<file path="config.mk">
export PLATFORM = sky130hd
export DESIGN_NAME = lgts_div
export DESIGN_NICKNAME = d
export VERILOG_FILES = /design/src/rtl/core/lgts_pkg.sv /design/src/rtl/core/lgts_div.sv
export SDC_FILE = /design/constraint.sdc
export NUM_CORES = 1
export LEC_CHECK = 0
export BUFFER_PORTS_ARGS = -buffer_cell sky130_fd_sc_hd__buf_2
export CORE_ASPECT_RATIO = 0.8
export CORE_MARGIN = 2
export CORE_UTILIZATION = 40
export CTS_BUF_LIST = sky130_fd_sc_hd__clkbuf_4
export DETAILED_ROUTE_END_ITERATION = 8
export GPL_TIMING_DRIVEN = 0
export SYNTH_ARGS = -nofsm -noshare
export SYNTH_HDL_FRONTEND = slang
export SYNTH_SLANG_ARGS = --single-unit
export TNS_END_PERCENT = 1
</file>
<file path="constraint.sdc">
create_clock -name i_clk -period 7.3 [get_ports i_clk]
set_input_delay 1.46 -clock i_clk [delete_from_list [all_inputs] [get_ports i_clk]]
set_output_delay 1.46 -clock i_clk [all_outputs]
set_load 0.005 [all_outputs]
</file>
<file path="src/rtl/core/lgts_pkg.sv">
// Shared types and constants for the LDA Gibbs topic sampler.
// No dependencies; imported by every module of the block.
package lgts_pkg;

    // Fixed field and store widths
    localparam int unsigned CNT_W  = 16;   // doc-topic and topic-word counts
    localparam int unsigned TOT_W  = 24;   // per-topic totals
    localparam int unsigned WGT_W  = 40;   // weights and cumulative sums
    localparam int unsigned PRI_W  = 16;   // Q8.8 priors
    localparam int unsigned FAC_W  = 25;   // prior + count<<8
    localparam int unsigned NUM_W  = 58;   // (a*l)<<8
    localparam int unsigned DEN_W  = 34;   // V*lambda + total<<8
    localparam int unsigned VL_W   = 33;   // V*lambda
    localparam int unsigned CFG_IW = 2;
    localparam int unsigned CFG_DW = 16;

    localparam logic [CNT_W-1:0] CNT_MAX = '1;
    localparam logic [TOT_W-1:0] TOT_MAX = '1;
    localparam logic [WGT_W-1:0] WGT_MAX = '1;
    localparam logic [PRI_W-1:0] PRI_ONE = 16'd256;

    // Configuration register indexes
    localparam logic [CFG_IW-1:0] CFG_ALPHA  = 2'd0;
    localparam logic [CFG_IW-1:0] CFG_LAMBDA = 2'd1;
    localparam logic [CFG_IW-1:0] CFG_TOPICS = 2'd2;
    localparam logic [CFG_IW-1:0] CFG_VOCAB  = 2'd3;

    // Opcodes
    localparam logic OP_ADD      = 1'b0;
    localparam logic OP_RESAMPLE = 1'b1;

    // Divider request and response
    typedef struct packed {
        logic             start;
        logic [NUM_W-1:0] num;
        logic [DEN_W-1:0] den;
    } t_div_req;

    typedef struct packed {
        logic             done;
        logic [WGT_W-1:0] quo;
    } t_div_rsp;

    // Count store commands
    typedef struct packed {
        logic rd;
        logic wr;
        logic clr;
    } t_cnt_cmd;

endpackage

</file>
<file path="src/rtl/core/lgts_div.sv">
// Shared restoring divider, one quotient bit per cycle, saturating at 2^40-1.
// Depends on lgts_pkg.
module lgts_div (
    input  logic              i_clk,
    input  logic              i_rst_n,
    input  lgts_pkg::t_div_req i_req,
    output lgts_pkg::t_div_rsp o_rsp
);
    import lgts_pkg::*;

    localparam int unsigned STEP_W = $clog2(WGT_W + 1);

    logic              r_busy, n_busy;
    logic              r_done, n_done;
    logic [STEP_W-1:0] r_step, n_step;
    logic [DEN_W-1:0]  r_rem, n_rem;
    logic [DEN_W-1:0]  r_den, n_den;
    logic [WGT_W-1:0]  r_lo, n_lo;
    logic [DEN_W:0]    trial;
    logic              fits;

    // One restoring step
    assign trial = {r_rem, r_lo[WGT_W-1]};
    assign fits  = trial >= {1'b0, r_den};

    always_comb begin
        n_busy = r_busy;
        n_done = 1'b0;
        n_step = r_step;
        n_rem  = r_rem;
        n_den  = r_den;
        n_lo   = r_lo;
        if (i_req.start) begin
            n_den = i_req.den;
            // quotient of 2^40 or more saturates
            if (58'(i_req.num[NUM_W-1:WGT_W]) >= 58'(i_req.den)) begin
                n_lo   = WGT_MAX;
                n_done = 1'b1;
                n_busy = 1'b0;
            end else begin
                n_rem  = DEN_W'(i_req.num[NUM_W-1:WGT_W]);
                n_lo   = i_req.num[WGT_W-1:0];
                n_step = '0;
                n_busy = 1'b1;
            end
        end else if (r_busy) begin
            n_rem = fits ? DEN_W'(trial - {1'b0, r_den}) : DEN_W'(trial);
            n_lo  = {r_lo[WGT_W-2:0], fits};
            n_step = r_step + 1'b1;
            if (r_step == STEP_W'(WGT_W - 1)) begin
                n_busy = 1'b0;
                n_done = 1'b1;
            end
        end
    end

    always_ff @(posedge i_clk) begin
        if (!i_rst_n) begin
            r_busy <= 1'b0;
            r_done <= 1'b0;
        end else begin
            r_busy <= n_busy;
            r_done <= n_done;
        end
        r_step <= n_step;
        r_rem  <= n_rem;
        r_den  <= n_den;
        r_lo   <= n_lo;
    end

    assign o_rsp.done = r_done;
    assign o_rsp.quo  = r_lo;

endmodule

</file>
==> results.yml <==
run_status:
  outcome: "complete, no violations"
finish:
  fin_cells: 1132
  drive_gt1_share_pct: 21.4
  areaGrowthSynthToFinish_pct: 18.0
  fill_cells: 1765
  fin_nets: 1037
  seq_area_mm2: 0.00346
  multi_input_area_mm2: 0.00348
power_and_ir_drop:
  cellLeakagePower_nw: 3.85
  max-vdd-ir-drop_v: 0.000102
  clkPwrFrac_pct: 19.6
  p_int_w: 0.00163
  combPwrFrac_pct: 45.1
  seq_power_share_pct: 35.3
  switchingPower_w: 0.00102
  p_per_area_mw_per_mm2: 306
  swShare_pct: 38.4
yosys:
  ys_warn_count: 0
  synth.top_cells.by_area: "edfxtp_1 47%, ha_1 9.0%, nor2_1 6.5%, a21oi_1 4.7%, mux2i_1 4.1%"
  synth_largest_area_cell: "edfxtp_1"
  synth-main-ff-cell: "edfxtp_1"
  synthArstFlopShare_pct: 0
  syn_inst: 733
  avgSynthCellArea_um2: 10.0
  synth_nets: 882
  yosysSeqAreaShare_pct: 47.2
  syn_area_mm2: 0.00733
  synth_cell_type_count: 60
  synth_edf_count: 114
  synth_top_area_share_pct: 46.7
  ys_ff_latch: 116
clock_network:
  cts_tree: "yes"
  cts_resized: 0
  insertion_delay_ps: 560
  cts-buffers-inserted: 17
  cts_sinks: 116
  ctsHoldBuffers: 0
  post_cts_buffers: 0
  clk_pin_slew_ps: 120
  h-tree-depth: 4
  clock_path_buffers: 2
  root_buffer: "clkbuf_4"
sta:
  finalWorstSetupSlack_ps: 2980
  setup_viol: 0
  min_period_ps: 4320
  fin_crit_sh_pct: 59.2
  tightest_slew_ps: 989
  slew_headroom_pct: 34.1
  finClkSkew_ps: 22.3
  hold_viol: 0
  final_max_slew_viol_count: 0
  max_freq_mhz: 231
  rsz0062_at_grt: "false"
global_route:
  grt_overflow: 0
  grt_pass1_wl_mm: 30.3
  antenna_found_initial: 1
  grt_util_all_layers_pct: 19.8
  grt_max_degree: 42
  grt_pass1_vias: 5971
floorplanning:
  die_w_um: 155
  die_y_um: 125
  rows: 44
  ios: 136
  die-area_mm2: 0.0194
  start_util_pct: 40.6
  core-area_mm2: 0.0181
setup_path:
  crit_path_end_kind: "flop"
  critPathMaxFanout: 41
  crit_start: "i_req[92]"
  cp.required_ps: 7560
  start_kind: "primary input"
  critical_path_class: "primary input to flop"
  rr_startpoint: "r_rem[17]"
  crit_arrival_ps: 4590
place:
  gp_congestion: 0.829
  pre_cts_ws_ps: 2380
  dp_cells: 1099
  place_hpwl_mm: 14.2
  port_buffers: 135
detailed_routing:
  wl_per_cell_um: 16.2
  vias_per_cell: 5.21
  wl_mm: 18.4
  drt_iter0_drc: 290
  ant_nets: 0
  post-route-drc-count: 0
  num_vias: 5902
  first_pass_iters: 5
hold_path:
  hold_path.class: "flop to flop"
  hold_start: "r_step[0]"
run:
  maxCapViolations: 0
layout make-up:
| type | count | share of cell area, % |
|---|---|---|
| flip-flops and latches | 116 | 40.1 |
| diodes | 1 | 0.0289 |
| inverters | 55 | 2.39 |
| multi-input cells | 529 | 40.3 |
| repair buffers | 136 | 8.13 |
| clock buffers | 17 | 1.48 |
| plain buffers | 33 | 2.20 |
| clock inverters | 15 | 2.13 |
| well taps | 230 | 3.33 |
per-stage QoR:
stage	power, W	util, %	hold slack (ps)	area (um2)	setup TNS [ps]
floorplan	0.00186	-	563	7330	0
global placement	0.00213	45.9	575	8290	-57730
detailed placement	0.00214	46.1	582	8330	0
CTS	0.00266	47.9	605	8640	0
global route	0.00285	47.9	634	8650	0
finish	0.00265	47.9	606	8650	0
layout by cell type (no fill, tap or decap), types with 3 or more instances in the layout:
cell and instances:
buf_2 140, nor2_1 126, edfxtp_1 114, a21oi_1 69, inv_1 55, ha_1 53, nand2_1 39, mux2i_1 30
a21o_1 28, o21ai_0 24, clkbuf_1 22, xnor2_1 20, clkbuf_4 17, xor2_1 14, o21ai_1 13, a31oi_1 9
nand4_1 8, nor4_1 8, nor2b_1 7, and3_1 7, nor3_1 6, o21a_1 6, nand3_1 5, a211oi_1 5
o211ai_1 5, inv_6 5, clkinv_4 4, inv_8 4, and4_1 3, and2_1 3, buf_12 3, or2_2 3
state kept, by name, summed over array words and instances (netlist names):
| signal | cells |
|---|---|
| r_busy | 1 |
| r_den | 34 |
| r_done | 1 |
| r_lo | 40 |
| r_rem | 34 |
| r_step | 6 |
cells in the mapped netlist, types with 3 or more instances:
| cell type | number |
|---|---|
| nor4_1 | 8 |
| nor3_1 | 6 |
| a21oi_1 | 69 |
| a211oi_1 | 5 |
| or2_2 | 3 |
| nand2_1 | 39 |
| and3_1 | 7 |
| inv_1 | 55 |
| o21ai_0 | 24 |
| a21o_1 | 28 |
| a31oi_1 | 9 |
| nand3_1 | 5 |
| nor2_1 | 126 |
| nand4_1 | 8 |
| edfxtp_1 | 114 |
| and2_1 | 3 |
| buf_12 | 3 |
| mux2i_1 | 30 |
| xnor2_1 | 20 |
| buf_2 | 5 |
| o21ai_1 | 13 |
| clkbuf_1 | 22 |
| nor2b_1 | 7 |
| and4_1 | 3 |
| o211ai_1 | 5 |
| o21a_1 | 6 |
| xor2_1 | 14 |
| ha_1 | 53 |
routing by layer:
layer | part of all wire, % | global-route usage (%) | wire [um] | up-vias
met5 | 0 | 0 | 0 | -
met4 | 0.92 | 4.96 | 169 | 0
met3 | 6.4 | 6.86 | 1180 | 9
met2 | 43 | 28.6 | 7850 | 144
met1 | 50 | 28.5 | 9190 | 2783
li1 | - | - | - | 2966
power by group through the flow:
stage / combinational (W) / clock [W] / sequential (W)
floorplan: 0.000920 / 0 / 0.000937
CTS: 0.00120 / 0.000532 / 0.000937
finish: 0.00119 / 0.000519 / 0.000936
detailed placement: 0.00119 / 0 / 0.000950
global route: 0.00133 / 0.000563 / 0.000952
global placement: 0.00118 / 0 / 0.000949
cells by family (layout without fill, tap and decap cells):
| group | Yosys count | after routing | synth area share [%] |
|---|---|---|---|
| XOR/XNOR | 34 | 34 | 4.06 |
| flip-flops | 116 | 116 | 47.2 |
| multiplexers | 31 | 31 | 4.25 |
| buffers and inverters | 88 | 256 | 5.41 |
| AO/OA/AOI/OAI | 183 | 183 | 15.5 |
| adder cells (fa/ha/maj) | 54 | 54 | 9.32 |
| AND/OR/NAND/NOR | 227 | 227 | 14.2 |
| other | 0 | 1 | 0 |
final timing paths:
kind	endpoint	slack, ps	depth (start not counted)
min reg2reg	r_step[0]	610	1
max reg2reg	r_rem[17]	4090	13
max	r_rem[18]	2980	5
min	r_step[0]	610	1
worst max-delay path, cell delays in order:
cell	delay, ps
buf_2	710
clkbuf_1	450
or2_2	860
a21boi_4	810
buf_16	250
No activity file was read; power rests on OpenSTA's default activity.
